--- src/design/tccp_pkg.sv ---
// ----------------------------------------------------------------------------
// Text cell command parser package
// Shared types, constants and character helpers for the parser.
// ----------------------------------------------------------------------------
`default_nettype none

package tccp_pkg;

   localparam int unsigned COORD_BITS = 32;
   localparam int unsigned COUNT_BITS = 16;
   localparam int unsigned FIFO_DEPTH = 4;
   localparam int unsigned FIFO_PTR_BITS = $clog2(FIFO_DEPTH);

   typedef logic [COORD_BITS-1:0] coord_type;
   typedef logic [COUNT_BITS-1:0] count_type;

   typedef enum logic [3:0] {
      PH_IDLE    = 4'd0,
      PH_KEYWORD = 4'd1,
      PH_PRE_X   = 4'd2,
      PH_X       = 4'd3,
      PH_PRE_Y   = 4'd4,
      PH_Y       = 4'd5,
      PH_TRAIL   = 4'd6,
      PH_INVALID = 4'd7
   } phase_type;

   typedef enum logic [1:0] {
      KIND_SET    = 2'd0,
      KIND_CLEAR  = 2'd1,
      KIND_TOGGLE = 2'd2
   } kind_type;

   localparam logic [7:0] CH_NEWLINE = 8'h0A;
   localparam logic [7:0] CH_SPACE   = 8'h20;
   localparam logic [7:0] CH_NBSP    = 8'hA0;
   localparam logic [7:0] CH_TAB     = 8'h09;
   localparam logic [7:0] CH_CR      = 8'h0D;
   localparam logic [7:0] CH_ZERO    = 8'h30;
   localparam logic [7:0] CH_NINE    = 8'h39;
   localparam logic [7:0] CH_S       = 8'h73;
   localparam logic [7:0] CH_C       = 8'h63;
   localparam logic [7:0] CH_T       = 8'h74;

   typedef struct packed {
      logic [7:0] text_byte;
      logic       end_of_buffer;
   } req_type;

   typedef struct packed {
      logic      is_command;
      kind_type  command_kind;
      coord_type cell_x;
      coord_type cell_y;
      count_type bytes_consumed;
      logic      last_of_run;
   } result_type;

   typedef struct packed {
      logic [1:0] count;
      result_type first;
      result_type second;
   } result_pair_type;

   function automatic logic is_space(input logic [7:0] b);
      return (b >= CH_TAB && b <= CH_CR) || b == CH_SPACE || b == CH_NBSP;
   endfunction

   function automatic logic is_digit(input logic [7:0] b);
      return b >= CH_ZERO && b <= CH_NINE;
   endfunction

   function automatic coord_type add_digit(input coord_type acc, input logic [7:0] b);
      return (acc << 3) + (acc << 1) + coord_type'(b[3:0]);
   endfunction

   function automatic logic [2:0] keyword_length(input kind_type kind);
      logic [2:0] len;
      unique case (kind)
         KIND_CLEAR:  len = 3'd6;
         KIND_TOGGLE: len = 3'd7;
         default:     len = 3'd4;
      endcase
      return len;
   endfunction

   function automatic logic [7:0] keyword_char(input kind_type kind, input logic [2:0] pos);
      logic [7:0] ch;
      unique case (kind)
         KIND_CLEAR: begin
            unique case (pos)
               3'd0:    ch = 8'h63;
               3'd1:    ch = 8'h6C;
               3'd2:    ch = 8'h65;
               3'd3:    ch = 8'h61;
               3'd4:    ch = 8'h72;
               3'd5:    ch = CH_SPACE;
               default: ch = 8'h00;
            endcase
         end
         KIND_TOGGLE: begin
            unique case (pos)
               3'd0:    ch = 8'h74;
               3'd1:    ch = 8'h6F;
               3'd2:    ch = 8'h67;
               3'd3:    ch = 8'h67;
               3'd4:    ch = 8'h6C;
               3'd5:    ch = 8'h65;
               3'd6:    ch = CH_SPACE;
               default: ch = 8'h00;
            endcase
         end
         default: begin
            unique case (pos)
               3'd0:    ch = 8'h73;
               3'd1:    ch = 8'h65;
               3'd2:    ch = 8'h74;
               3'd3:    ch = CH_SPACE;
               default: ch = 8'h00;
            endcase
         end
      endcase
      return ch;
   endfunction

endpackage

`default_nettype wire

--- src/design/tccp_input_reg.sv ---
// ----------------------------------------------------------------------------
// Text cell command parser input register
// Holds one incoming byte transaction until the parser takes it.
// ----------------------------------------------------------------------------
`default_nettype none

module tccp_input_reg (
   input  wire logic              clock,
   input  wire logic              reset,
   input  wire logic              in_valid,
   output logic                   in_ready,
   input  wire tccp_pkg::req_type in_data,
   output logic                   out_valid,
   output tccp_pkg::req_type      out_data,
   input  wire logic              out_take
);
   import tccp_pkg::*;

   logic    valid_ff, valid_in;
   req_type data_ff, data_in;

   assign in_ready  = !valid_ff || out_take;
   assign out_valid = valid_ff;
   assign out_data  = data_ff;

   always_comb begin
      valid_in = valid_ff;
      data_in  = data_ff;
      if (in_valid && in_ready) begin
         valid_in = 1'b1;
         data_in  = in_data;
      end else if (out_take) begin
         valid_in = 1'b0;
      end
   end

   always_ff @(posedge clock) begin
      if (reset) begin
         valid_ff <= 1'b0;
      end else begin
         valid_ff <= valid_in;
      end
      data_ff <= data_in;
   end

endmodule

`default_nettype wire

--- src/design/tccp_parser.sv ---
// ----------------------------------------------------------------------------
// Text cell command parser core
// Parse state and per-byte update; produces up to two results per byte.
// ----------------------------------------------------------------------------
`default_nettype none

module tccp_parser (
   input  wire logic              clock,
   input  wire logic              reset,
   input  wire logic              fire,
   input  wire tccp_pkg::req_type data,
   output tccp_pkg::result_pair_type results
);
   import tccp_pkg::*;

   phase_type  phase_ff, phase_in;
   kind_type   kind_ff, kind_in;
   logic [2:0] pos_ff, pos_in;
   coord_type  x_ff, x_in;
   coord_type  y_ff, y_in;
   count_type  counter_ff, counter_in;
   logic       stopped_ff, stopped_in;
   count_type  frozen_ff, frozen_in;

   logic       [7:0] b;
   logic       eob;
   logic       emit;
   logic       [2:0] pos_next;
   result_type cmd_result;
   result_type done_result;

   always_comb begin
      b          = data.text_byte;
      eob        = data.end_of_buffer;
      phase_in   = phase_ff;
      kind_in    = kind_ff;
      pos_in     = pos_ff;
      x_in       = x_ff;
      y_in       = y_ff;
      counter_in = counter_ff;
      stopped_in = stopped_ff;
      frozen_in  = frozen_ff;
      emit       = 1'b0;
      pos_next   = pos_ff + 3'd1;

      if (counter_ff != '1) begin
         counter_in = counter_ff + count_type'(1);
      end

      if (!stopped_ff) begin
         unique case (phase_ff)
            PH_IDLE: begin
               if (!is_space(b)) begin
                  if (b == CH_S || b == CH_C || b == CH_T) begin
                     kind_in  = (b == CH_S) ? KIND_SET : (b == CH_C) ? KIND_CLEAR : KIND_TOGGLE;
                     pos_in   = 3'd1;
                     phase_in = PH_KEYWORD;
                  end else begin
                     phase_in = PH_INVALID;
                  end
               end
            end
            PH_KEYWORD: begin
               if (b == keyword_char(kind_ff, pos_ff)) begin
                  pos_in = pos_next;
                  if (pos_next >= keyword_length(kind_ff)) begin
                     phase_in = PH_PRE_X;
                  end
               end else if (b == CH_NEWLINE) begin
                  stopped_in = 1'b1;
                  frozen_in  = counter_ff;
               end else begin
                  phase_in = PH_INVALID;
               end
            end
            PH_PRE_X: begin
               if (!is_space(b)) begin
                  if (is_digit(b)) begin
                     x_in     = add_digit('0, b);
                     phase_in = PH_X;
                  end else begin
                     x_in     = '0;
                     y_in     = '0;
                     emit     = 1'b1;
                     phase_in = PH_TRAIL;
                  end
               end
            end
            PH_X: begin
               if (is_digit(b)) begin
                  x_in = add_digit(x_ff, b);
               end else if (is_space(b)) begin
                  phase_in = PH_PRE_Y;
               end else begin
                  y_in     = '0;
                  emit     = 1'b1;
                  phase_in = PH_TRAIL;
               end
            end
            PH_PRE_Y: begin
               if (!is_space(b)) begin
                  if (is_digit(b)) begin
                     y_in     = add_digit('0, b);
                     phase_in = PH_Y;
                  end else begin
                     y_in     = '0;
                     emit     = 1'b1;
                     phase_in = PH_TRAIL;
                  end
               end
            end
            PH_Y: begin
               if (is_digit(b)) begin
                  y_in = add_digit(y_ff, b);
               end else begin
                  emit     = 1'b1;
                  phase_in = (b == CH_NEWLINE) ? PH_IDLE : PH_TRAIL;
               end
            end
            PH_TRAIL: begin
               if (b == CH_NEWLINE) begin
                  phase_in = PH_IDLE;
               end
            end
            PH_INVALID: begin
               if (b == CH_NEWLINE) begin
                  stopped_in = 1'b1;
                  frozen_in  = counter_ff;
               end
            end
            default: begin
               if (b == CH_NEWLINE) begin
                  stopped_in = 1'b1;
                  frozen_in  = counter_ff;
               end
            end
         endcase
         // A number Y cut short by the end of the buffer still completes the command.
         if (eob && !emit && !stopped_in && phase_in == PH_Y) begin
            emit = 1'b1;
         end
      end

      cmd_result.is_command     = 1'b1;
      cmd_result.command_kind   = kind_in;
      cmd_result.cell_x         = x_in;
      cmd_result.cell_y         = y_in;
      cmd_result.bytes_consumed = '0;
      cmd_result.last_of_run    = !eob;

      done_result.is_command     = 1'b0;
      done_result.command_kind   = KIND_SET;
      done_result.cell_x         = '0;
      done_result.cell_y         = '0;
      done_result.bytes_consumed = stopped_in ? frozen_in : counter_in;
      done_result.last_of_run    = 1'b1;

      results.count  = {1'b0, emit} + {1'b0, eob};
      results.first  = emit ? cmd_result : done_result;
      results.second = done_result;

      if (eob) begin
         phase_in   = PH_IDLE;
         kind_in    = KIND_SET;
         pos_in     = '0;
         x_in       = '0;
         y_in       = '0;
         counter_in = '0;
         stopped_in = 1'b0;
         frozen_in  = '0;
      end
   end

   always_ff @(posedge clock) begin
      if (reset) begin
         phase_ff   <= PH_IDLE;
         kind_ff    <= KIND_SET;
         pos_ff     <= '0;
         x_ff       <= '0;
         y_ff       <= '0;
         counter_ff <= '0;
         stopped_ff <= 1'b0;
         frozen_ff  <= '0;
      end else if (fire) begin
         phase_ff   <= phase_in;
         kind_ff    <= kind_in;
         pos_ff     <= pos_in;
         x_ff       <= x_in;
         y_ff       <= y_in;
         counter_ff <= counter_in;
         stopped_ff <= stopped_in;
         frozen_ff  <= frozen_in;
      end
   end

endmodule

`default_nettype wire

--- src/design/tccp_result_fifo.sv ---
// ----------------------------------------------------------------------------
// Text cell command parser result queue
// Small register queue taking up to two results per cycle while it has room, giving one when read.
// ----------------------------------------------------------------------------
`default_nettype none

module tccp_result_fifo (
   input  wire logic                      clock,
   input  wire logic                      reset,
   input  wire logic                      push,
   input  wire tccp_pkg::result_pair_type push_data,
   output logic                           has_room,
   output logic                           out_valid,
   input  wire logic                      out_ready,
   output tccp_pkg::result_type           out_data
);
   import tccp_pkg::*;

   localparam int unsigned FILL_BITS = FIFO_PTR_BITS + 1;

   result_type               entries_ff [FIFO_DEPTH];
   logic [FIFO_PTR_BITS-1:0] wr_ptr_ff, wr_ptr_in;
   logic [FIFO_PTR_BITS-1:0] rd_ptr_ff, rd_ptr_in;
   logic [FILL_BITS-1:0]     fill_ff, fill_in;
   logic [1:0]               push_count;
   logic                     pop;
   logic [FIFO_PTR_BITS-1:0] wr_ptr_second;

   assign push_count    = push ? push_data.count : 2'd0;
   assign pop           = out_valid && out_ready;
   assign out_valid     = fill_ff != '0;
   assign out_data      = entries_ff[rd_ptr_ff];
   assign has_room      = fill_ff <= FILL_BITS'(FIFO_DEPTH - 2);
   assign wr_ptr_second = wr_ptr_ff + FIFO_PTR_BITS'(1);

   always_comb begin
      wr_ptr_in = wr_ptr_ff + FIFO_PTR_BITS'(push_count);
      rd_ptr_in = rd_ptr_ff + FIFO_PTR_BITS'(pop);
      fill_in   = fill_ff + FILL_BITS'(push_count) - FILL_BITS'(pop);
   end

   always_ff @(posedge clock) begin
      if (reset) begin
         wr_ptr_ff <= '0;
         rd_ptr_ff <= '0;
         fill_ff   <= '0;
      end else begin
         wr_ptr_ff <= wr_ptr_in;
         rd_ptr_ff <= rd_ptr_in;
         fill_ff   <= fill_in;
      end
      if (push_count != 2'd0) begin
         entries_ff[wr_ptr_ff] <= push_data.first;
      end
      if (push_count == 2'd2) begin
         entries_ff[wr_ptr_second] <= push_data.second;
      end
   end

endmodule

`default_nettype wire

--- src/design/text_cell_command_parser.sv ---
// ----------------------------------------------------------------------------
// Text cell command parser
// Parses set, clear and toggle cell commands from a byte stream.
//
//   Channel  Prefix  Direction  Carries
//   request  req_    in         one text byte and its end-of-buffer mark
//   response rsp_    out        one cell command or one end-of-buffer report
//
// One byte is accepted per cycle while the result queue has room, bounded by
// the per-byte parse update; its results leave through the result queue.
// A byte that ends a command and the buffer together yields two transactions.
// Bytes keep flowing while the four-entry result queue has two free slots.
// Synchronous reset clears all parse state at once; no clearing pass.
// ----------------------------------------------------------------------------
`default_nettype none

module text_cell_command_parser (
   input  wire logic                        clock,
   input  wire logic                        reset,
   input  wire logic                        req_valid,
   output logic                             req_ready,
   input  wire logic [7:0]                  req_text_byte,
   input  wire logic                        req_end_of_buffer,
   output logic                             rsp_valid,
   input  wire logic                        rsp_ready,
   output logic                             rsp_is_command,
   output logic [1:0]                       rsp_command_kind,
   output logic [tccp_pkg::COORD_BITS-1:0]  rsp_cell_x,
   output logic [tccp_pkg::COORD_BITS-1:0]  rsp_cell_y,
   output logic [tccp_pkg::COUNT_BITS-1:0]  rsp_bytes_consumed,
   output logic                             rsp_last_of_run
);
   import tccp_pkg::*;

   req_type         req_data;
   req_type         held_data;
   logic            held_valid;
   logic            fire;
   logic            has_room;
   result_pair_type results;
   result_type      rsp_data;

   assign req_data.text_byte     = req_text_byte;
   assign req_data.end_of_buffer = req_end_of_buffer;
   assign fire                   = held_valid && has_room;

   tccp_input_reg u_input_reg (
      .clock     (clock),
      .reset     (reset),
      .in_valid  (req_valid),
      .in_ready  (req_ready),
      .in_data   (req_data),
      .out_valid (held_valid),
      .out_data  (held_data),
      .out_take  (fire)
   );

   tccp_parser u_parser (
      .clock   (clock),
      .reset   (reset),
      .fire    (fire),
      .data    (held_data),
      .results (results)
   );

   tccp_result_fifo u_result_fifo (
      .clock     (clock),
      .reset     (reset),
      .push      (fire),
      .push_data (results),
      .has_room  (has_room),
      .out_valid (rsp_valid),
      .out_ready (rsp_ready),
      .out_data  (rsp_data)
   );

   assign rsp_is_command     = rsp_data.is_command;
   assign rsp_command_kind   = rsp_data.command_kind;
   assign rsp_cell_x         = rsp_data.cell_x;
   assign rsp_cell_y         = rsp_data.cell_y;
   assign rsp_bytes_consumed = rsp_data.bytes_consumed;
   assign rsp_last_of_run    = rsp_data.last_of_run;

endmodule

`default_nettype wire

--- config.mk ---
export PLATFORM = sky130hd
export DESIGN_NAME = text_cell_command_parser
export DESIGN_NICKNAME = d
export VERILOG_FILES = /design/src/design/tccp_pkg.sv /design/src/design/tccp_input_reg.sv /design/src/design/tccp_parser.sv /design/src/design/tccp_result_fifo.sv /design/src/design/text_cell_command_parser.sv
export SDC_FILE = /design/constraint.sdc
export NUM_CORES = 1
export LEC_CHECK = 0
export BUFFER_PORTS_ARGS = -buffer_cell sky130_fd_sc_hd__buf_2
export CAP_MARGIN = 20
export CORE_ASPECT_RATIO = 0.5
export CORE_MARGIN = 5
export CORE_UTILIZATION = 25
export CTS_CLUSTER_SIZE = 16
export DETAILED_ROUTE_END_ITERATION = 16
export PLACE_DENSITY_LB_ADDON = 0.12
export RECOVER_POWER = 25
export SLEW_MARGIN = 20
export SYNTH_ARGS = -nofsm -noshare
export SYNTH_HDL_FRONTEND = slang
export SYNTH_SLANG_ARGS = --single-unit
--- constraint.sdc ---
create_clock -name clock -period 11.1 [get_ports clock]
set_clock_uncertainty 0.1 [all_clocks]
set_input_delay 1.11 -clock clock [delete_from_list [all_inputs] [get_ports clock]]
set_output_delay 1.11 -clock clock [all_outputs]
set_load 0.01 [all_outputs]
=== After elaboration in Yosys (flattened, before gate mapping) ===
Memories as Yosys holds them, arrays and structs flattened. A register that Yosys moved wholly into a read port is not among the register bits.
Cells that the tools add are included.
W data, S select, Z words.

* Bits in latches: 0
* Output and inout bits: 86
* Register bits: 123
* Memories kept: 1
* Memory bits (writable): 336
* ROM bits: 0

{| class="wikitable"
|+ Memories
! memory !! words !! bits a word !! read ports !! clocked after Yosys merged registers in !! wr ports !! line !! text
|-
| u_result_fifo.entries_ff || 4 || 84 || 1 || 1 || 2 || tccp_result_fifo.sv:21 || <nowiki>result_type entries_ff [FIFO_DEPTH];</nowiki>
|}

* Order comparisons: 6
* Equality and inequality tests: 28
* Divide/modulo/power cells: 0
* Reductions and logical operators: 28
* Shift-type cells: 0
* Bitwise operators: 0
* Multiply operators: 0
* Add/sub/neg operators: 12
* Muxes and demuxes: 87

{| class="wikitable"
|+ Operator list
! cell !! number
|-
| $mux W32 || 12
|-
| $pmux W32 S4 || 1
|-
| $mux W16 || 7
|-
| $mux W84 || 1
|-
| $pmux W7 S6 || 2
|-
| $add A32 B32 Y32 || 2
|-
| $add A32 B4 Y32 || 2
|-
| $pmux W32 S2 || 1
|-
| $mux W4 || 13
|-
| $mux W3 || 11
|-
| $pmux W16 S2 || 1
|-
| $pmux W4 S7 || 1
|-
| $pmux W7 S4 || 1
|-
| $eq A8 B7 Y1 const B || 3
|-
| $mux W2 || 11
|-
| $mux W1 || 18
|-
| $add A16 B1 Y16 const B || 1
|-
| $eq A4 B3 Y1 const B || 4
|-
| $mux W8 || 2
|-
| $ne A16 B16 Y1 const B || 1
|-
| $pmux W8 S2 || 1
|-
| $eq A3 B3 Y1 const B || 3
|-
| $eq A4 B2 Y1 const B || 2
|-
| $eq A8 B4 Y1 const B || 1
|-
| 39 further kinds || 59
|}

=== Depth between registers and ports, before layout ===
* Depth in word-level cells: 24
* Depth in mapped cells: 22
* Gate-level depth less buffers: 20

=== By module ===
A second synthesis with hierarchy kept.

* Cells, all modules: 2403
* Area total of the unflattened synthesis: 28265.9 um2

{| class="wikitable"
|+ Modules (own cells, without submodules)
! module !! sequential area each (um2) !! cells each !! instances !! area each (um2)
|-
| tccp_result_fifo || 10229.8 || 868 || 1 || 16752.3
|-
| tccp_parser || 2122.0 || 1520 || 1 || 11182.0
|-
| tccp_input_reg || 290.3 || 14 || 1 || 325.3
|-
| text_cell_command_parser || 0.0 || 1 || 1 || 6.3
|}

=== Worst setup path before layout ===
OpenSTA, ideal clock, no wires.

* Kind: flip-flop to flip-flop
* From: register u_parser.kind_ff[0]
* To: memory u_result_fifo.entries_ff[2][10] (netlist bit) (enable)
* Path buffers: 4
* Setup time: 0.364 ns
* Data arrival time: 4.725 ns
* Stages on the path, launching flop included: 21
* Slack: 5.911 ns
* Path through: dfxtp_1 inv_1 ha_1 buf_2 o21a_1 o22a_1 a211o_1 nor4_4 nand4_1 o2bb2ai_1 or4_1 buf_2 nand2_1 ha_1 nand2b_1 nor3b_1 a21oi_1 nand2b_1 clkbuf_1 clkbuf_1 inv_1

{| class="wikitable"
|+ RTL lines
! what !! line !! text
|-
| start, declared || tccp_parser.sv:17 || <nowiki>kind_type kind_ff, kind_in;</nowiki>
|-
| start signal, assigned || tccp_parser.sv:186 || <nowiki>kind_ff <= kind_in;</nowiki>
|-
| end, declared || tccp_result_fifo.sv:21 ||
|}

==> results.md <==
* Die width at 443.6 microns
* Die area at 100600 sq um
* Number of port buffers at 98
* Vias in the first global route at 18630
* Max clock buf depth at 3
* Post-CTS Resized at 0
* Int Power at 0.002917 W
* Max-slew violations at 225
* Postcts setup bufs at 0
* Startpoint types: register
* Worst-Skew Late Latency at 0.59 ns
* ANT cells at 0
* Number of primary I/O pins at 99
* Final TNS setup at 0 ns
* Vias post-DR at 18890
* Dpl ws at 4.703 ns
* Crit path buffers/inverters at 2
* Worst ir drop on vdd at 0.08175 mV
* Final Hold Vio Count at 0
* Final setup vio count at 0
* Max stage delay on crit path at 2.69 ns
* HPWL after DPL at 51770 microns
* Final period util at 69.69%
* P_sw at 0.001183 W
* First-pass GRT wire length at 119600 microns
* Metal1 wirelength at 40340 microns
* Overflow after GRT at 0
* Number of max-cap violations at 5
* CTS H-tree depth at 2
* Total track usage at 15.23%
* Crit-path cells: clkbuf_1 -> mux4_2 -> buf_2
* Drt pass-1 iters at 5
* GP Congestion at 0.7889
* DR DRC count at 0
* Synth Cell Area at 23510 sq um
* Sw frac at 28.85%
* Synth area leader: dfxtp_1
* CTS Hold Buffers Added at 0
* Met2 wire len at 34420 microns
* Synth Area per Inst at 9.737 sq um
* Pin count of the biggest net entering global routing at 67
* Slew HR at -144.7%
* Syn_nets at 2563
* Worst slew pin tran at 3.670 ns
* FP Rows at 79
* Top Family by Delay on Critical Path: buffers and inverters
* CTS tree: yes
* Sequential area share after synthesis at 42.20%
* Number of synthesized flops with an enable pin at 73
* Slowest CP cell: clkbuf_1
* Min-Delay Path Class: reg2reg
* Min Tclk post-route at 7.736 ns
* F_max at 129.3 MHz
* Chip height at 226.8 microns
* Worst-path clk slew at 0.07 ns
* Initial Utilization at 25.25%
* Sequential power share at 44.0%
* Arr. time, crit path at 6.53 ns
* Unrepaired setup endpoints after global routing: no
* Gate Count Post-Synth at 2414
* Layout cells sized above 1 at 10.95%
* Final worst slack at 3.364 ns
* Status: complete, but fails checks
* Crit Path Class: reg2out
* Layout Nets at 2583
* CTS Root Cell: clkbuf_16
* LEAKAGE at 10.03 nW
* Core ar. at 93110 sq um
* Critical Path RT at 9.89 ns
* Asr flop ratio synth at 0%
* PD cells at 153.3 nW/um^2
* Gate power share at 14.0%
* Clk network pwr share at 42.0%
* Crit Path Max Fanout at 48
* Post-synthesis register bit count at 459
* Initial DRC count at 1327
* Final WL at 78710 microns
* Routed vias/inst at 5.067
* Yosys top cell area share at 32.87%
* DR WL/cell at 21.11 microns
* Post-synth top flop: dfxtp_1
* Hold_ws at 0.3471 ns
* Unique masters post-synth at 84
* Initial antenna violation count at 1
* TritonCTS buffer count at 48
* Antenna viol nets, final at 0
* Violated checks: capacitance limit, slew limit
* Synth area leaders: dfxtp_1 33%, edfxtp_1 9.3%, mux4_2 8.0%, ha_1 7.0%, a22o_1 5.8%
* Ys Warns at 0
* Crit end category: output port
* Clock sink count at 459
* DR WL met3 at 2840 microns
* Area Overhead vs Synth at 13.76%
* Highest Signal Layer: met4
through the flow:
| step | total power, W | util, % | area [sq um] | std cells |
|---|---|---|---|---|
| 6_report | 0.004100 | 28.72 | 26740 | 3729 |
| 5_1_grt | 0.004284 | 28.72 | 26740 | 3729 |
| 4_1_cts | 0.004166 | 28.82 | 26830 | 3729 |
| 3_5_place_dp | 0.002425 | 27.04 | 25180 | 3639 |
| 3_3_place_gp | 0.002423 | 27.03 | 25170 | 3638 |
| 2_1_floorplan | 0.002191 | - | 23510 | 2414 |
worst paths after layout:
kind | to | cells after the start | from | slack [ns]
worst max-delay path | rsp_cell_x[22] | 3 | u_result_fifo.rd_ptr_ff[0] | 3.36
worst min register to register | u_result_fifo.entries_ff[3][62] | 2 | u_result_fifo.entries_ff[3][62] | 0.35
worst min-delay path | u_result_fifo.entries_ff[3][62] | 2 | u_result_fifo.entries_ff[3][62] | 0.35
worst max register to register | u_result_fifo.entries_ff[2][62] | 16 | u_parser.pos_ff[1] | 4.62
power by group through the flow:
stage / combinational, W / sequential, W / clock (W)
after floorplan: 0.000412 / 0.00178 / 0
after global placement: 0.000580 / 0.00184 / 0
after detailed placement: 0.000582 / 0.00184 / 0
after CTS: 0.000584 / 0.00181 / 0.00178
after global routing: 0.000621 / 0.00181 / 0.00185
final: 0.000575 / 0.00180 / 0.00172
sequential cells by signal, indices dropped and copies added (netlist names), 4 cells and up:
signal                    count
u_parser.x_ff                32
u_result_fifo.entries_ff    336
u_parser.y_ff                32
u_parser.counter_ff          16
u_parser.phase_ff             4
u_input_reg.out_data          9
u_parser.frozen_ff           16
cells by family after synthesis:
family,count (synthesis),synth area share (%)
AO/OA/AOI/OAI,824,23.85
XOR/XNOR,59,2.198
adder cells (fa/ha/maj),136,7.399
buffers and inverters,208,3.790
flip-flops,459,42.20
multiplexers,88,8.218
AND/OR/NAND/NOR,640,12.34
layer usage:
metal / vias to the layer above / GRT usage (%)
met1: 9427 / 22.32
li1: 9081 / -
met5: - / 0
met3: 83 / 2.257
met4: 0 / 2.778
met2: 302 / 23.98
worst register-to-register path: stages, from the launching register on:
cell and delay (ns):
dfxtp_1 0.60, inv_1 0.12, ha_1 0.31, nor4b_1 0.39, o22a_1 0.21, o211ai_1 0.13
nor4_4 0.46, a31oi_1 0.23, o22ai_2 0.27, or4_1 0.47, nand2_1 0.33, ha_1 0.50
o21ai_1 0.25, nor3_1 0.88, o21ai_2 0.59, buf_4 0.41, o21ai_0 0.18
Yosys cell counts, types with 13 or more instances:
master     number
dfxtp_1       386
nand2_1       249
nor2_1        203
o21ai_0       188
a21oi_1       162
a22o_1        156
ha_1          131
clkbuf_1      115
mux4_2         84
edfxtp_1       73
a22oi_1        56
inv_1          47
a21o_1         42
nand3_1        36
o21ai_1        34
xor2_1         32
xnor2_1        27
nor3_1         22
a211oi_1       21
a31oi_1        21
buf_1          21
nand2b_1       20
a2bb2oi_1      16
nor2b_1        14
o211ai_1       14
a32oi_1        13
buf_6          13
or3_1          13
layout by cell type, fill, tap and decap left out, drive strengths merged, types with 10 or more instances in the layout:
cell,synthesis,final
dfxtp,386,386
inv,47,49
xnor2,27,27
nand2b,20,20
o21ai,222,222
nor3,22,22
mux4,84,84
a2bb2oi,16,16
or3,14,14
nand2,249,249
edfxtp,73,73
nand3,38,38
a31oi,21,21
a21o,42,42
clkbuf,115,123
nor2b,14,14
ha,131,131
a32oi,13,13
nand4,10,10
a22o,156,156
a22oi,56,56
xor2,32,32
nor4,10,10
and2,13,13
a21oi,162,162
a211oi,21,21
buf,44,70
a32o,10,10
clkinv,2,18
o211ai,14,14
nor2,203,203
and3,10,10
final cells by class:
type,instances,area (sq um)
sequential,459,9923
clock inverter,26,277.8
clock buffer,64,1374
inverter,49,183.9
tap,1255,1570
fill,9834,66370
multi-input combinational,1747,12780
timing repair buffer,129,634.4
No activity file was read; power rests on OpenSTA's default activity.
